==> src/hw/rtl/screen_space_nearest_point_pick_unit_macros.svh <==
// Assertion macros for the screen space nearest point pick unit.
// Included by modules that carry concurrent checks; needs clk and rst_n in scope.
`ifndef SCREEN_SPACE_NEAREST_POINT_PICK_UNIT_MACROS_SVH
`define SCREEN_SPACE_NEAREST_POINT_PICK_UNIT_MACROS_SVH

// condition must hold at every clock edge out of reset
`define SSNPP_ASSERT(label, cond) \
  label: assert property (@(posedge clk) disable iff (!rst_n) (cond)) \
    else $error("ssnpp assertion failed");

// trigger at one edge implies outcome at the next
`define SSNPP_ASSERT_NEXT(label, trig, outcome) \
  label: assert property (@(posedge clk) disable iff (!rst_n) (trig) |=> (outcome)) \
    else $error("ssnpp assertion failed");

`endif

==> src/hw/rtl/ssnpp_pkg.sv <==
// Shared types, widths and constants of the nearest point pick unit.
// No dependencies; used by every module of the block.
package ssnpp_pkg;

  localparam int MAX_POINTS = 1048576;
  localparam int CNT_W      = 21;
  localparam int IDX_W      = 20;
  localparam int COORD_W    = 24;
  localparam int COEF_W     = 16;
  localparam int PROD_W     = 40;
  localparam int ACC_W      = 42;
  localparam int SUM_W      = 43;
  localparam int MAG_W      = 42;
  localparam int HALF_W     = 21;
  localparam int SIZE_W     = 14;
  localparam int CUR_W      = 13;
  localparam int NPROD_W    = 35;
  localparam int NUM_W      = 59;
  localparam int REM_W      = 42;
  localparam int SX_W       = 21;
  localparam int D_W        = 18;
  localparam int SQ_W       = 33;
  localparam int DIST_W     = 24;
  localparam int STEP_W     = 6;
  localparam int Q_DEPTH    = 4;
  localparam int QPTR_W     = 2;
  localparam int QCNT_W     = 3;
  localparam int CFG_IDX_W  = 3;

  localparam logic [DIST_W-1:0] DIST_SAT  = 24'd16646399;
  localparam logic [DIST_W-1:0] DIST_NONE = 24'hFFFFFF;
  localparam logic signed [SX_W-1:0] DELTA_CLAMP = 21'sd65536;
  localparam logic signed [COORD_W-1:0] ONE_Q12 = 24'sd4096;
  localparam int SX_LIM_BIT = 18;

  localparam logic [CFG_IDX_W-1:0] CFG_ROW_X  = 3'd0;
  localparam logic [CFG_IDX_W-1:0] CFG_ROW_Y  = 3'd1;
  localparam logic [CFG_IDX_W-1:0] CFG_ROW_W  = 3'd2;
  localparam logic [CFG_IDX_W-1:0] CFG_WIDTH  = 3'd3;
  localparam logic [CFG_IDX_W-1:0] CFG_HEIGHT = 3'd4;
  localparam logic [CFG_IDX_W-1:0] CFG_CUR_X  = 3'd5;
  localparam logic [CFG_IDX_W-1:0] CFG_CUR_Y  = 3'd6;
  localparam logic [CFG_IDX_W-1:0] CFG_RADIUS = 3'd7;

  typedef struct packed {
    logic [63:0]        row_x;
    logic [63:0]        row_y;
    logic [63:0]        row_w;
    logic [SIZE_W-1:0]  width;
    logic [SIZE_W-1:0]  height;
    logic [CUR_W-1:0]   cur_x;
    logic [CUR_W-1:0]   cur_y;
    logic [7:0]         radius;
  } cfg_t;

  typedef struct packed {
    logic signed [COORD_W-1:0] px;
    logic signed [COORD_W-1:0] py;
    logic signed [COORD_W-1:0] pz;
    logic                      last;
    logic                      live;
    logic [IDX_W-1:0]          idx;
  } item_t;

  // queue side band between front and back
  typedef struct packed {
    logic  nonempty;
    item_t head;
  } q_head_t;

  typedef enum logic [3:0] {
    ST_IDLE,
    ST_MAC,
    ST_WCHK,
    ST_MULN,
    ST_DIV,
    ST_FIN,
    ST_SQ,
    ST_CMP,
    ST_END
  } state_t;

  function automatic logic signed [COEF_W-1:0] coef(input logic [63:0] row,
                                                     input logic [1:0] lane);
    logic signed [COEF_W-1:0] c;
    case (lane)
      2'd0:    c = row[15:0];
      2'd1:    c = row[31:16];
      2'd2:    c = row[47:32];
      default: c = row[63:48];
    endcase
    return c;
  endfunction

endpackage

==> src/hw/rtl/ssnpp_queue.sv <==
// Short item queue between the front and back of the pick unit.
// Depends on ssnpp_pkg.
module ssnpp_queue (
  input  logic             clk,
  input  logic             rst_n,
  input  logic             push,
  input  ssnpp_pkg::item_t push_item,
  output logic             full,
  input  logic             pop,
  output ssnpp_pkg::q_head_t head
);

  ssnpp_pkg::item_t mem_r [ssnpp_pkg::Q_DEPTH];
  logic [ssnpp_pkg::QPTR_W-1:0] wr_ptr_r, rd_ptr_r;
  logic [ssnpp_pkg::QCNT_W-1:0] cnt_r, cnt_nxt;

  assign full          = (cnt_r == ssnpp_pkg::QCNT_W'(ssnpp_pkg::Q_DEPTH));
  assign head.nonempty = (cnt_r != '0);
  assign head.head     = mem_r[rd_ptr_r];

  always_comb begin
    cnt_nxt = cnt_r;
    if (push && !pop) begin
      cnt_nxt = cnt_r + 1'b1;
    end else if (pop && !push) begin
      cnt_nxt = cnt_r - 1'b1;
    end
  end

  always_ff @(posedge clk) begin
    if (!rst_n) begin
      wr_ptr_r <= '0;
      rd_ptr_r <= '0;
      cnt_r    <= '0;
    end else begin
      cnt_r <= cnt_nxt;
      if (push) begin
        wr_ptr_r <= wr_ptr_r + 1'b1;
      end
      if (pop) begin
        rd_ptr_r <= rd_ptr_r + 1'b1;
      end
    end
  end

  always_ff @(posedge clk) begin
    if (push) begin
      mem_r[wr_ptr_r] <= push_item;
    end
  end

endmodule

==> src/hw/rtl/ssnpp_front.sv <==
// Front of the pick unit: takes point requests, numbers them, flags overflow.
// Depends on ssnpp_pkg and ssnpp_queue.
module ssnpp_front (
  input  logic                clk,
  input  logic                rst_n,
  input  logic                in_tvalid,
  output logic                in_tready,
  input  logic [71:0]         in_tdata,
  input  logic                in_tlast,
  input  logic                pop,
  output ssnpp_pkg::q_head_t  head
);

  logic [ssnpp_pkg::CNT_W-1:0] count_r;
  logic             full, accept, live;
  ssnpp_pkg::item_t item;

  assign in_tready = !full;
  assign accept    = in_tvalid && in_tready;
  assign live      = (count_r < ssnpp_pkg::CNT_W'(ssnpp_pkg::MAX_POINTS));

  always_comb begin
    item.px   = in_tdata[23:0];
    item.py   = in_tdata[47:24];
    item.pz   = in_tdata[71:48];
    item.last = in_tlast;
    item.live = live;
    item.idx  = count_r[ssnpp_pkg::IDX_W-1:0];
  end

  always_ff @(posedge clk) begin
    if (!rst_n) begin
      count_r <= '0;
    end else if (accept) begin
      if (in_tlast) begin
        count_r <= '0;
      end else if (live) begin
        count_r <= count_r + 1'b1;
      end
    end
  end

  ssnpp_queue u_queue (
    .clk       (clk),
    .rst_n     (rst_n),
    .push      (accept),
    .push_item (item),
    .full      (full),
    .pop       (pop),
    .head      (head)
  );

endmodule

==> config.mk <==
export PLATFORM = sky130hd
export DESIGN_NAME = ssnpp_front
export DESIGN_NICKNAME = d
export VERILOG_FILES = /design/src/hw/rtl/screen_space_nearest_point_pick_unit_macros.svh /design/src/hw/rtl/ssnpp_pkg.sv /design/src/hw/rtl/ssnpp_queue.sv /design/src/hw/rtl/ssnpp_front.sv
export SDC_FILE = /design/constraint.sdc
export NUM_CORES = 1
export LEC_CHECK = 0
export BUFFER_PORTS_ARGS = -buffer_cell sky130_fd_sc_hd__buf_2
export CAP_MARGIN = 10
export CORE_UTILIZATION = 45
export CTS_CLUSTER_DIAMETER = 150
export DETAILED_ROUTE_END_ITERATION = 7
export PLACE_DENSITY = 0.75
export SYNTH_ARGS = -nofsm -noshare
export SYNTH_HDL_FRONTEND = slang
export SYNTH_SLANG_ARGS = --single-unit
export TNS_END_PERCENT = 50
==> constraint.sdc <==
create_clock -name clk -period 9.28 [get_ports clk]
set_input_delay 0 -clock clk [delete_from_list [all_inputs] [get_ports clk]]
set_output_delay 0 -clock clk [all_outputs]
set_load 0.005 [all_outputs]
# [Yosys cells after proc, flatten, opt, wreduce, memory -nomap -nowiden]
# Memory sizes are Yosys's and may differ from the RTL's. A register that Yosys moved wholly into a read port is not among the register bits.
# Index checks and enable logic that the tools add are counted.
[word_totals] register_bits=28 ram_bits=376 inputBits=77 out_inout_bits=96 word_cells=30 n_memories=1
[mem_list] name="u_queue.mem_r" depth=4 word_bits=94 read_ports=1 rd_ports_with_merged_regs=1 wr=1 line_no="ssnpp_queue.sv:13" text="ssnpp_pkg::item_t mem_r [ssnpp_pkg::Q_DEPTH];"
[op_classes] add_sub_neg=5 n_lt_le_gt_ge=1 eq_ne=1 muxes=8 reduce_logical=10
[op_table] op="two-way mux 21 bit" count=2
[op_table] op="adder 21 x 1 -> 21 bit (second input constant)" count=1
[op_table] op="less-than comparator 21 bit (second input constant)" count=1
[op_table] op="two-way mux 3 bit" count=2
[op_table] op="adder 2 x 1 -> 2 bit (second input constant)" count=2
[op_table] op="two-way mux 2 bit" count=2
[op_table] op="nonzero test 2 bit" count=2
[op_table] op="adder 3 x 1 -> 3 bit (second input constant)" count=1
[op_table] op="equality test 3 bit (second input constant)" count=1
[op_table] op="logical AND 1 bit" count=3
[op_table] op="logical NOT 1 bit" count=3
[op_table] op="nonzero test 3 bit" count=1
[op_table] op="subtractor 3 x 1 -> 3 bit (second input constant)" count=1
[op_table] op="two-way mux 1 bit" count=2
[op_table] op="AND reduction 2 bit" count=1

# [Depth between registers and ports, before layout]
# Gate-level depths: netlist (run 1).
[depth] ltp_word=7 ltp_mapped=10 mapped_depth_nobuf=10

# [Hierarchy]
# Synthesis (run 1) repeated with hierarchy kept, for this count alone.
[hier_totals] cells_unflattened=663 area_unflattened_um2=15128.3
[by_module_without_submodules] module="ssnpp_queue" instances=1 cells_each=534 area_per_inst_um2=14074.7
[by_module_without_submodules] module="ssnpp_front" instances=1 cells_each=129 area_per_inst_um2=1053.5

# [Worst setup path before layout (run 1)]
# Ideal clock, no wire load.
[synth_path] path_kind="flip-flop to flip-flop" from="register u_queue.cnt_r[0] in the netlist's numbering" to="memory u_queue.mem_r[0][0] in the netlist's numbering, enable pin" setup_time_ns=0.464 t_arrival_ns=2.827 required_time_ns=8.816 setup_slack_ns=5.989 stages_incl_launch_ff=4 period_less_slack_ns=3.291 path_cell_list="dfxtp_1 nor3b_1 inv_2 and3_1"
[synth_between] elab_chain_len=5
[synth_lines] element="start: declaration" line_no="ssnpp_queue.sv:15" text="logic [ssnpp_pkg::QCNT_W-1:0] cnt_r, cnt_nxt;"
[synth_lines] element="start signal: assignment" line_no="ssnpp_queue.sv:36" text="cnt_r <= cnt_nxt;"
[synth_lines] element="equality test 3 bit" line_no="ssnpp_queue.sv:17" text="assign full = (cnt_r == ssnpp_pkg::QCNT_W'(ssnpp_pkg::Q_DEPTH));"
[synth_lines] element="logical NOT 1 bit" line_no="ssnpp_front.sv:18" text="assign in_tready = !full;"
[synth_lines] element="via in_tready" line_no="ssnpp_front.sv:7" text="output logic in_tready,"
[synth_lines] element="logical AND 1 bit" line_no="ssnpp_front.sv:19" text="assign accept = in_tvalid && in_tready;"
[synth_lines] element="two-way mux 1 bit" line_no="ssnpp_queue.sv:47" text="if (push) begin"
[synth_lines] element="two-way mux 1 bit (not written as such)" line_no="ssnpp_queue.sv:48" text="mem_r[wr_ptr_r] <= push_item;"
[synth_lines] element="end: declaration" line_no="ssnpp_queue.sv:13"
# The timed path passes the listed nets, and every way through them passes these cells.

==> out/summary.txt, run 1 <==
Num Clock Sinks: 406
initial standard-cell utilization of the core: 45.9%
post-route DRC violation count: 0
main combinational cell family by area after synthesis: multiplexers
leakage: 6.07 nW
post-CTS setup repair buffer count: 0
final standard cell area without fillers: 18400 µm²
number of flip-flops and latches in the synthesized netlist: 406
max_slew headroom: 35.6%
final clock period utilization by the worst path: 29.3%
Iter 0 DRT Violations: 502
Compound-Gate Fraction of Synth Area: 1.70%
mux contribution to synthesized area: 14.2%
area enclosed by the die boundary: 34100 µm²
largest area contributor in the synthesized netlist: sky130_fd_sc_hd__edfxtp_1
TritonCTS clock tree: done
Setup Viol. Count Final: 0
leading cell types by total area after synthesis: sky130_fd_sc_hd__edfxtp_1 (75%), sky130_fd_sc_hd__mux4_2 (14%), sky130_fd_sc_hd__dfxtp_1 (4.0%)
Worst Hold Launch: in_tdata[4]
global-route wire length before repair: 43900 µm
Post-Route Skew: 0.00794 ns
Most Used Layer, Global Route: met2
sort of element at the start of the critical path: flip-flop
Critical Path AT: 2.72 ns
number of resized instances in the post-cts repair step: 0
run status: finished, final reports clean
VDD IR max: 0.154 mV
vias in the first global route: 7761
Pre-Repair DR Iteration Count: 4
Top Ports: 173
final layout net count: 1021
setup repair after global routing missed its margin: false
number of enable flip-flop cells after synthesis: 376
power density of the placed cells: 234 nW/µm²
Crit path required time: 9.28 ns
TritonCTS buffer count: 41
fill count: 2452
Syn. warnings: 0
worst-case hold path end point: u_queue.mem_r[0][74]
count of cells along the worst register-to-register path: 4
launching point of the worst reg2reg path: u_queue.cnt_r[0]
Max Fclk: 368 MHz
HPWL after detailed placement: 16300 µm
Root Buffer: sky130_fd_sc_hd__clkbuf_16
count of port buffers added during placement: 172
synthesized cell area: 15000 µm²
leading cell types by count after synthesis: sky130_fd_sc_hd__edfxtp_1 (376), sky130_fd_sc_hd__mux4_2 (94), sky130_fd_sc_hd__dfxtp_1 (30)
Total GRT Usage: 17.1%
area fraction of the dominant cell type after synthesis: 75.3%
Placed Area: 16400 µm²
Clk pin slew, worst setup/hold paths: 0.06 ns
Max Buffers Root-to-Sink: 3
fraction of layout instances using a drive strength above 1: 35.2%
Core Footprint: 32700 µm²
number of placement rows: 66
FF-to-FF setup slack: 6.75 ns
met3 GRT Util: 3.14%
number of routed nets with antenna violations: 0
slew of the pin with the lowest slew margin: 0.965 ns
antenna violations before repair: 1
number of endpoints with negative hold slack in the final report: 0
GRT Residual Overflow: 0
Syn-to-layout area delta: 23.0%
overall die height: 185 µm
clock latency at the later pin of the worst-skew pair: 0.52 ns
total count of max-transition violations in the final report: 0
routability cong.: 0.690
x dimension of the die: 185 µm
adder-cell share of the synthesized area: 0.634%
leading cell type by number of instances after synthesis: sky130_fd_sc_hd__edfxtp_1
share of the core filled with cells in the final layout: 56.4%
cts-stage hold buffer count: 77
sequential area share after synthesis: 79.3%
Worst Setup Path Type: reg2out
GR Util met1: 22.6%
post-synthesis average cell area: 22.5 µm²
per-cell via count in the routed design: 5.31
class of the tightest hold or removal check: in2reg
number of instances on the worst hold path: 2
Synth Area in Simple Gates: 2.83%
share of the synthesized netlist area taken by xor and xnor gates: 0.350%
worst reg2reg path endpoint: u_queue.mem_r[3][40]
met2 Use GR: 28.9%
crit path time final: 2.72 ns
post-place setup slack: 6.72 ns
final worst setup slack: 6.56 ns
final wirelength: 28800 µm
DR vias: 7481
per-cell routed wire length: 20.4 µm
type of element capturing the critical path: output pin
top flip-flop cell by instance count after synthesis: sky130_fd_sc_hd__edfxtp_1
synthesized netlist net count: 751
Total Neg Setup Slack: 0 ns
proportion of synthesized flip-flops having asynchronous set or reset: 0%
Unique masters post-synth: 36
largest net degree at the start of global routing: 64
number of standard cells after synthesis: 667
H-tree level count: 2
reported max-cap violation count: 0
largest fanout on the critical path: 39
==> critical path: stages (launching register included) <==
cell	delay (ns)
sky130_fd_sc_hd__dfxtp_4	0.64
sky130_fd_sc_hd__buf_4	0.70
sky130_fd_sc_hd__mux4_2	0.64
sky130_fd_sc_hd__buf_2	0.15
==> flip-flops by register name, summed over array words and instances, names as in the netlist, named ones only <==
name	cells
count_r	21
u_queue.cnt_r	3
u_queue.mem_r	376
u_queue.rd_ptr_r	2
u_queue.wr_ptr_r	2
==> layer usage <==
| layer | vias to the layer above | wire length [µm] | share of wire [%] |
|---|---|---|---|
| met5 | - | 0 | 0 |
| met4 | 0 | 556 | 1.9 |
| met3 | 45 | 1670 | 5.8 |
| met2 | 234 | 14400 | 50 |
| met1 | 3844 | 12200 | 42 |
| li1 | 3358 | - | - |
==> kinds of logic (layout without fill, tap and decap cells) <==
group | after synthesis | count (layout)
and+or+nand+nor | 72 | 72
buffers and inverters | 38 | 337
adders and majority gates | 7 | 7
muxes | 95 | 95
DFF | 406 | 406
xor gates and xnor gates | 6 | 6
AOI/OAI and AO/OA | 43 | 43
other | 0 | 1
==> report_power, final <==
group	switching [mW]	internal [mW]	total (mW)
logic	0.265	0.242	0.507
registers	0.0531	2.19	2.24
clock network	0.637	0.934	1.57
total	0.955	3.37	4.32
==> through the flow <==
step           total power, mW  hold WS (ns)  cells
6_report                  4.32         0.234   1409
5_1_grt                   4.49         0.223   1409
4_1_cts                   4.37         0.212   1408
3_5_place_dp              2.77         0.216   1259
3_3_place_gp              2.76         0.213   1259
2_1_floorplan             2.55        0.0989    667
==> worst max-delay path by stage <==
stage | from | end | slack, ns | cells after the start
global placement | u_queue.cnt_r[0] | u_queue.mem_r[2][81] | 6.77 | 4
finish | flip-flop | head[67] | 6.56 | 3
global route | flip-flop | head[67] | 6.34 | 3
CTS | flip-flop | head[67] | 6.48 | 3
floorplan | u_queue.cnt_r[0] | u_queue.mem_r[0][0] | 5.99 | 3
detailed placement | u_queue.cnt_r[0] | u_queue.mem_r[3][33] | 6.72 | 4
==> layout by cell type, fill, tap and decap left out, types with 5 or more instances in the layout <==
master,instances
sky130_fd_sc_hd__edfxtp_1,376
sky130_fd_sc_hd__buf_2,172
sky130_fd_sc_hd__mux4_2,94
sky130_fd_sc_hd__dlygate4sd3_1,77
sky130_fd_sc_hd__clkbuf_16,46
sky130_fd_sc_hd__dfxtp_1,28
sky130_fd_sc_hd__a21oi_1,22
sky130_fd_sc_hd__or4_1,13
sky130_fd_sc_hd__clkbuf_1,13
sky130_fd_sc_hd__nand2_1,11
sky130_fd_sc_hd__nand3_1,11
sky130_fd_sc_hd__o31ai_1,11
sky130_fd_sc_hd__nor2_1,9
sky130_fd_sc_hd__inv_1,7
sky130_fd_sc_hd__buf_4,7
sky130_fd_sc_hd__or3_1,6
sky130_fd_sc_hd__o21ai_0,6
sky130_fd_sc_hd__ha_1,6
sky130_fd_sc_hd__clkinv_2,5
==> area by class of cell <==
| class | instances | area (µm²) | share of cell area [%] |
|---|---|---|---|
| Sequential cell | 406 | 11900 | 64.5 |
| Multi-Input combinational cell | 223 | 2970 | 16.1 |
| Timing Repair Buffer | 256 | 1680 | 9.13 |
| Clock buffer | 60 | 1210 | 6.58 |
| Tap cell | 442 | 553 | 3.00 |
| Clock inverter | 12 | 87.6 | 0.475 |
| Inverter | 9 | 33.8 | 0.183 |
| Antenna cell | 1 | 2.50 | 0.0136 |
Note: power is estimated with default switching activity, not from simulation.
==> run 2, diff against run 1 <==
--- a/config.mk
+++ b/config.mk
@@ -10,7 +10,7 @@
 export CORE_UTILIZATION = 45
 export CTS_CLUSTER_DIAMETER = 150
 export DETAILED_ROUTE_END_ITERATION = 7
-export PLACE_DENSITY = 0.75
+export PLACE_DENSITY = 0.78
 export SYNTH_ARGS = -nofsm -noshare
 export SYNTH_HDL_FRONTEND = slang
 export SYNTH_SLANG_ARGS = --single-unit
==> constraint.sdc (replaced) <==
create_clock -name clk -period 2.4 [get_ports clk]
set_input_delay 0 -clock clk [delete_from_list [all_inputs] [get_ports clk]]
set_output_delay 0 -clock clk [all_outputs]
set_load 0.005 [all_outputs]
==> out/summary.txt, run 2 (synthesized netlist as in run 1, its figures left out) <==
run status: finished, final reports clean
GRT Residual Overflow: 0
reported max-cap violation count: 0
power density of the placed cells: 894 nW/µm²
final clock period utilization by the worst path: 94.4%
number of endpoints with negative hold slack in the final report: 0
Iter 0 DRT Violations: 615
class of the tightest hold or removal check: in2reg
top library cells by usage in the layout, fill and taps aside: sky130_fd_sc_hd__edfxtp_1 (376), sky130_fd_sc_hd__buf_2 (172), sky130_fd_sc_hd__mux4_2 (94)
flip-flop count of the largest register, all copies and words added: 376
Worst Hold Launch: in_tdata[17]
largest registers ranked by flip-flop count: u_queue.mem_r: 376 flops, count_r: 21 flops, u_queue.cnt_r: 3 flops
H-tree level count: 2
final worst setup slack: 0.134 ns
slew of the pin with the lowest slew margin: 0.555 ns
Comb pwr share: 12.6%
sequential fraction of design power: 52.0%
reported net switching power: 3.73 mW
Setup Viol. Count Final: 0
global-route wire length before repair: 44800 µm
fraction of layout instances using a drive strength above 1: 35.7%
clock share of power: 35.4%
Cell Int Power: 12.9 mW
leakage: 6.12 nW
final wirelength: 29200 µm
count of cells along the worst register-to-register path: 10
Max Buffers Root-to-Sink: 3
Critical Path Slowest Stage Cell: sky130_fd_sc_hd__fa_1
per-cell routed wire length: 20.6 µm
x dimension of the die: 185 µm
Critical Path AT: 2.71 ns
worst stage delay on the critical path: 0.38 ns
crit path time final: 2.27 ns
sort of element at the start of the critical path: flip-flop
area enclosed by the die boundary: 34100 µm²
Max Fclk: 441 MHz
per-cell via count in the routed design: 5.30
worst-case hold path end point: u_queue.mem_r[0][87]
Clk pin slew, worst setup/hold paths: 0.06 ns
number of placement rows: 66
VDD IR max: 0.534 mV
DR vias: 7497
type of element capturing the critical path: flip-flop
TritonCTS clock tree: done
final standard cell area without fillers: 18600 µm²
clock latency at the later pin of the worst-skew pair: 0.52 ns
launching point of the worst reg2reg path: u_queue.cnt_r[2]
max_slew headroom: 62.9%
antenna violations before repair: 2
worst reg2reg path endpoint: u_queue.cnt_r[2]
count of port buffers added during placement: 172
Worst Setup Path Type: reg2reg
TritonCTS buffer count: 41
total count of max-transition violations in the final report: 0
overall die height: 185 µm
largest net degree at the start of global routing: 63
Top Ports: 173
number of instances on the worst hold path: 2
post-place setup slack: 0.120 ns
post-CTS setup repair buffer count: 0
Root Buffer: sky130_fd_sc_hd__clkbuf_16
largest fanout on the critical path: 9
HPWL after detailed placement: 16900 µm
Crit path required time: 2.85 ns
FF-to-FF setup slack: 0.13 ns
final layout net count: 1029
share of total power consumed by net switching: 22.5%
setup repair after global routing missed its margin: false
vias in the first global route: 7943
Core Footprint: 32700 µm²
Syn-to-layout area delta: 23.9%
Placed Area: 16600 µm²
number of routed nets with antenna violations: 0
total design power: 16.6 mW
initial standard-cell utilization of the core: 45.9%
Num Clock Sinks: 406
post-route DRC violation count: 0
largest register by flop count: u_queue.mem_r
most frequent standard cell in the layout excluding fill and tap cells: sky130_fd_sc_hd__edfxtp_1
Pre-Repair DR Iteration Count: 5
ordered list of cells on the worst path: nor3b_1 > inv_2 > nand2_1 > inv_2 > ha_1 > inv_1 > fa_1 > xor2_1 > or3_1 > a21oi_1
Post-Route Skew: 0.00938 ns
most repeated library cell on the critical path: sky130_fd_sc_hd__inv_2
Total GRT Usage: 17.5%
routability cong.: 0.759
[run 2: changes by cell type in the layout (fill, tap and decap cells not counted), sizes merged]
cell and change:
buf +8, clkinvlp +1, bufinv +1, clkbuf -9
clkinv +4
[run 2: worst max-delay path, delay by kind of cell, from the launching register on]
family                   cells  cell delay, ns
flip-flops                   1            0.32
buffers and inverters        3            0.36
AND/OR/NAND/NOR              3            0.58
XOR/XNOR                     1            0.16
AO/OA/AOI/OAI                1            0.17
adder cells (fa/ha/maj)      2            0.60
[run 2: final cells by class]
cell class | count | area [µm²]
fillers | 2450 | 14100
flip-flops and latches | 406 | 11900
multi-input cells | 223 | 2970
repair buffers | 264 | 1880
clock buffers | 51 | 1080
well taps | 442 | 553
clock inverters | 18 | 159
inverters | 9 | 33.8
diodes | 1 | 2.50
[run 2: power groups by stage]
stage	clock network (mW)	registers (mW)	logic (mW)
2_1_floorplan	0	8.73	1.11
3_3_place_gp	0	8.74	2.01
3_5_place_dp	0	8.78	2.03
4_1_cts	6.03	8.64	2.14
5_1_grt	6.31	8.69	2.29
6_report	5.88	8.64	2.09
[run 2: layer usage]
| layer | track usage (%) | vias up | wire length, µm |
|---|---|---|---|
| met5 | 0 | - | 13 |
| met4 | 4.73 | 2 | 431 |
| met3 | 4.56 | 40 | 2040 |
| met2 | 29.7 | 251 | 14700 |
| met1 | 22.3 | 3833 | 12000 |
| li1 | - | 3371 | - |
[run 2: what timing repair did]
item,4_1_cts,5_1_grt
setup endpoints to repair,0,1
hold buffers,77,0
gates resized for setup,0,1
hold endpoints to repair,305,0
[run 2: worst max-delay path by stage]
stage               cells past startpoint             endpoint  slack, ns        startpoint
floorplan                               3  u_queue.mem_r[2][0]      -0.89  u_queue.cnt_r[0]
global placement                       10     u_queue.cnt_r[2]       0.27  u_queue.cnt_r[0]
detailed placement                     10     u_queue.cnt_r[2]       0.12  u_queue.cnt_r[0]
CTS                                    10     u_queue.cnt_r[2]       0.10  u_queue.cnt_r[0]
global route                           10     u_queue.cnt_r[2]       0.03  u_queue.cnt_r[2]
finish                                 10     u_queue.cnt_r[2]       0.13  u_queue.cnt_r[2]
[run 2: stage by stage]
step	setup TNS [ns]	util [%]	hold WS, ns	std cells
2_1_floorplan	-167.52	-	0.0989	667
3_5_place_dp	0	50.7	0.215	1267
5_1_grt	0	56.8	0.214	1414
3_3_place_gp	0	50.7	0.213	1267
4_1_cts	0	56.8	0.191	1413
6_report	0	56.8	0.223	1414
==> run 3, diff against run 2 <==
--- a/config.mk
+++ b/config.mk
@@ -5,13 +5,16 @@
 export SDC_FILE = /design/constraint.sdc
 export NUM_CORES = 1
 export LEC_CHECK = 0
+export ABC_CLOCK_PERIOD_IN_PS = 2400
 export BUFFER_PORTS_ARGS = -buffer_cell sky130_fd_sc_hd__buf_2
 export CAP_MARGIN = 10
+export CORE_MARGIN = 5
 export CORE_UTILIZATION = 45
 export CTS_CLUSTER_DIAMETER = 150
 export DETAILED_ROUTE_END_ITERATION = 7
 export PLACE_DENSITY = 0.78
 export SYNTH_ARGS = -nofsm -noshare
 export SYNTH_HDL_FRONTEND = slang
+export SYNTH_HIERARCHICAL = 1
 export SYNTH_SLANG_ARGS = --single-unit
 export TNS_END_PERCENT = 50
==> out/summary.txt, run 3 <==
synthesized netlist net count: 747
HPWL after detailed placement: 18100 µm
sort of element at the start of the critical path: flip-flop
met2 Use GR: 25.3%
number of enable flip-flop cells after synthesis: 376
routability cong.: 0.759
largest registers ranked by flip-flop count: u_queue/mem_r: 376 flops, count_r: 21 flops, u_queue/cnt_r: 3 flops
slew of the pin with the lowest slew margin: 0.662 ns
largest fanout on the critical path: 19
final clock period utilization by the worst path: 93.7%
sequential fraction of design power: 50.4%
Critical Path Slowest Stage Cell: sky130_fd_sc_hd__dfxtp_4
leakage: 6.35 nW
DR vias: 7468
met3 GRT Util: 2.97%
leading cell types by total area after synthesis: sky130_fd_sc_hd__edfxtp_1 (75%), sky130_fd_sc_hd__mux4_2 (14%), sky130_fd_sc_hd__dfxtp_1 (4.0%)
count of port buffers added during placement: 172
Syn. warnings: 6
fill count: 2506
GRT Residual Overflow: 0
Crit path required time: 2.40 ns
TritonCTS clock tree: done
reported max-cap violation count: 0
number of buffers and inverters on the critical path: 2
leading cell type by number of instances after synthesis: sky130_fd_sc_hd__edfxtp_1
number of flip-flops and latches in the synthesized netlist: 406
fraction of layout instances using a drive strength above 1: 37.0%
Root Buffer: sky130_fd_sc_hd__clkbuf_16
post-CTS setup repair buffer count: 0
overall die height: 193 µm
top library cells by usage in the layout, fill and taps aside: sky130_fd_sc_hd__edfxtp_1 (376), sky130_fd_sc_hd__buf_2 (172), sky130_fd_sc_hd__mux4_2 (94)
final layout net count: 1037
largest register by flop count: u_queue/mem_r
GR Util met1: 21.5%
synthesized cell area: 15100 µm²
area fraction of the dominant cell type after synthesis: 74.6%
Total GRT Usage: 15.5%
setup repair after global routing missed its margin: false
x dimension of the die: 193 µm
number of standard cells after synthesis: 663
WHS: 0.229 ns
global-route wire length before repair: 46200 µm
Unique masters post-synth: 37
Most Used Layer, Global Route: met2
Top Ports: 173
family of cells with the greatest summed delay on the critical path: flip-flops
Critical Path AT: 2.25 ns
class of the tightest hold or removal check: in2reg
largest net degree at the start of global routing: 39
antenna violations before repair: 0
Worst Setup Path Type: reg2out
leading cell types by count after synthesis: sky130_fd_sc_hd__edfxtp_1 (376), sky130_fd_sc_hd__mux4_2 (94), sky130_fd_sc_hd__dfxtp_1 (30)
H-tree level count: 2
per-cell routed wire length: 20.1 µm
sequential area share after synthesis: 78.6%
Core Footprint: 33400 µm²
diode insertion count for antenna repair: 0
area taken by multi-input logic gates: 2950 µm²
Post-Route Skew: 0.0262 ns
crit path time final: 2.25 ns
reported net switching power: 3.73 mW
initial standard-cell utilization of the core: 45.3%
Comb pwr share: 12.5%
total design power: 17.2 mW
most frequent standard cell in the layout excluding fill and tap cells: sky130_fd_sc_hd__edfxtp_1
number of placement rows: 67
Max Fclk: 445 MHz
per-cell via count in the routed design: 5.22
clock share of power: 37.1%
type of element capturing the critical path: output pin
run status: finished, final reports clean
number of endpoints with negative hold slack in the final report: 0
post-synthesis average cell area: 22.8 µm²
max_slew headroom: 55.9%
footprint of the flip-flops and latches: 11900 µm²
Pre-Repair DR Iteration Count: 5
Max Buffers Root-to-Sink: 3
total count of max-transition violations in the final report: 0
TritonCTS buffer count: 42
flip-flop count of the largest register, all copies and words added: 376
top flip-flop cell by instance count after synthesis: sky130_fd_sc_hd__edfxtp_1
power density of the placed cells: 912 nW/µm²
ordered list of cells on the worst path: buf_4 > mux4_2 > buf_2
Iter 0 DRT Violations: 451
VDD IR max: 0.595 mV
Setup Viol. Count Final: 0
Syn-to-layout area delta: 24.4%
area enclosed by the die boundary: 37400 µm²
worst stage delay on the critical path: 0.65 ns
largest area contributor in the synthesized netlist: sky130_fd_sc_hd__edfxtp_1
Cell Int Power: 13.4 mW
proportion of synthesized flip-flops having asynchronous set or reset: 0%
clock latency at the later pin of the worst-skew pair: 0.52 ns
share of total power consumed by net switching: 21.7%
share of the core filled with cells in the final layout: 56.4%
Clk pin slew, worst setup/hold paths: 0.06 ns
Num Clock Sinks: 406
post-route DRC violation count: 0
final wirelength: 28900 µm
number of routed nets with antenna violations: 0
vias in the first global route: 7884
==> run 3: cell types whose count changed in the layout (fill, tap and decap cells not counted), sizes merged, moves of 5 or more <==
cell and change:
o31ai -5, nand3 -7, and3 -5, or4 -5, clkbuf +10, buf +11, clkinv -5, a21oi -7
xnor2 +5, and2 +11
==> run 3: final timing paths <==
path / slack [ns] / end / cells past startpoint / start
worst max-delay path: 0.15 / head[58] / 3 / flip-flop
worst min register to register: 0.51 / u_queue/cnt_r[2] / 2 / u_queue/cnt_r[2]
worst min-delay path: 0.23 / u_queue/mem_r[0][31] / 2 / in_tdata[57]
worst max register to register: 0.24 / u_queue/cnt_r[2] / 9 / u_queue/cnt_r[0]
==> run 3: layout make-up <==
class / count / share of cell area (%)
multi-input combinational: 219 / 15.7
clock buffer: 61 / 6.39
inverter: 10 / 0.199
tap: 448 / 2.98
clock inverter: 14 / 0.951
timing repair buffer: 274 / 10.6
sequential: 406 / 63.2
==> run 3: metal layers <==
metal | part of all wire [%] | wire length [µm]
met1 | 43 | 12300
met2 | 50 | 14400
met3 | 5.4 | 1560
met4 | 2.3 | 653
met5 | 0 | 0
==> run 3: worst reg2reg max path: stages, from the launching register on <==
cell,delay [ns]
sky130_fd_sc_hd__dfxtp_1,0.41
sky130_fd_sc_hd__nor3b_1,0.09
sky130_fd_sc_hd__nand2b_4,0.19
sky130_fd_sc_hd__inv_1,0.09
sky130_fd_sc_hd__ha_1,0.19
sky130_fd_sc_hd__inv_1,0.07
sky130_fd_sc_hd__fa_1,0.39
sky130_fd_sc_hd__xor2_1,0.18
sky130_fd_sc_hd__or3_1,0.30
sky130_fd_sc_hd__a21boi_0,0.17
==> run 3: through the flow <==
stage               area, µm²  TNS, ns  worst slack [ns]  cells
floorplan               15100   -50.46            -0.134    663
global placement        16700        0             0.207   1281
detailed placement      16700        0             0.155   1281
CTS                     18800        0            0.0787   1432
global route            18800        0            0.0160   1432
finish                  18800        0             0.152   1432
==> run 3: what timing repair did <==
action,CTS,global route
hold buffers,76,0
endpoints found under the hold margin,309,0
endpoints found under the setup margin,0,3
gates resized for setup,0,1
==> run 3: cell families (layout without fill, tap and decap cells) <==
kind of cell	Yosys count	after routing	synth area share (%)
mux	96	96	14.1
simple gates	73	73	2.80
xor+xnor	11	11	0.637
buf+inv	38	359	1.98
flops	406	406	78.6
fa+ha+maj	7	7	0.629
compound gates	32	32	1.22
==> run 3: power groups by stage <==
| stage | clock network, mW | registers (mW) | logic, mW |
|---|---|---|---|
| 2_1_floorplan | 0 | 8.73 | 1.19 |
| 3_3_place_gp | 0 | 8.75 | 2.09 |
| 3_5_place_dp | 0 | 8.80 | 2.11 |
| 4_1_cts | 6.55 | 8.66 | 2.22 |
| 5_1_grt | 6.86 | 8.70 | 2.33 |
| 6_report | 6.36 | 8.65 | 2.15 |
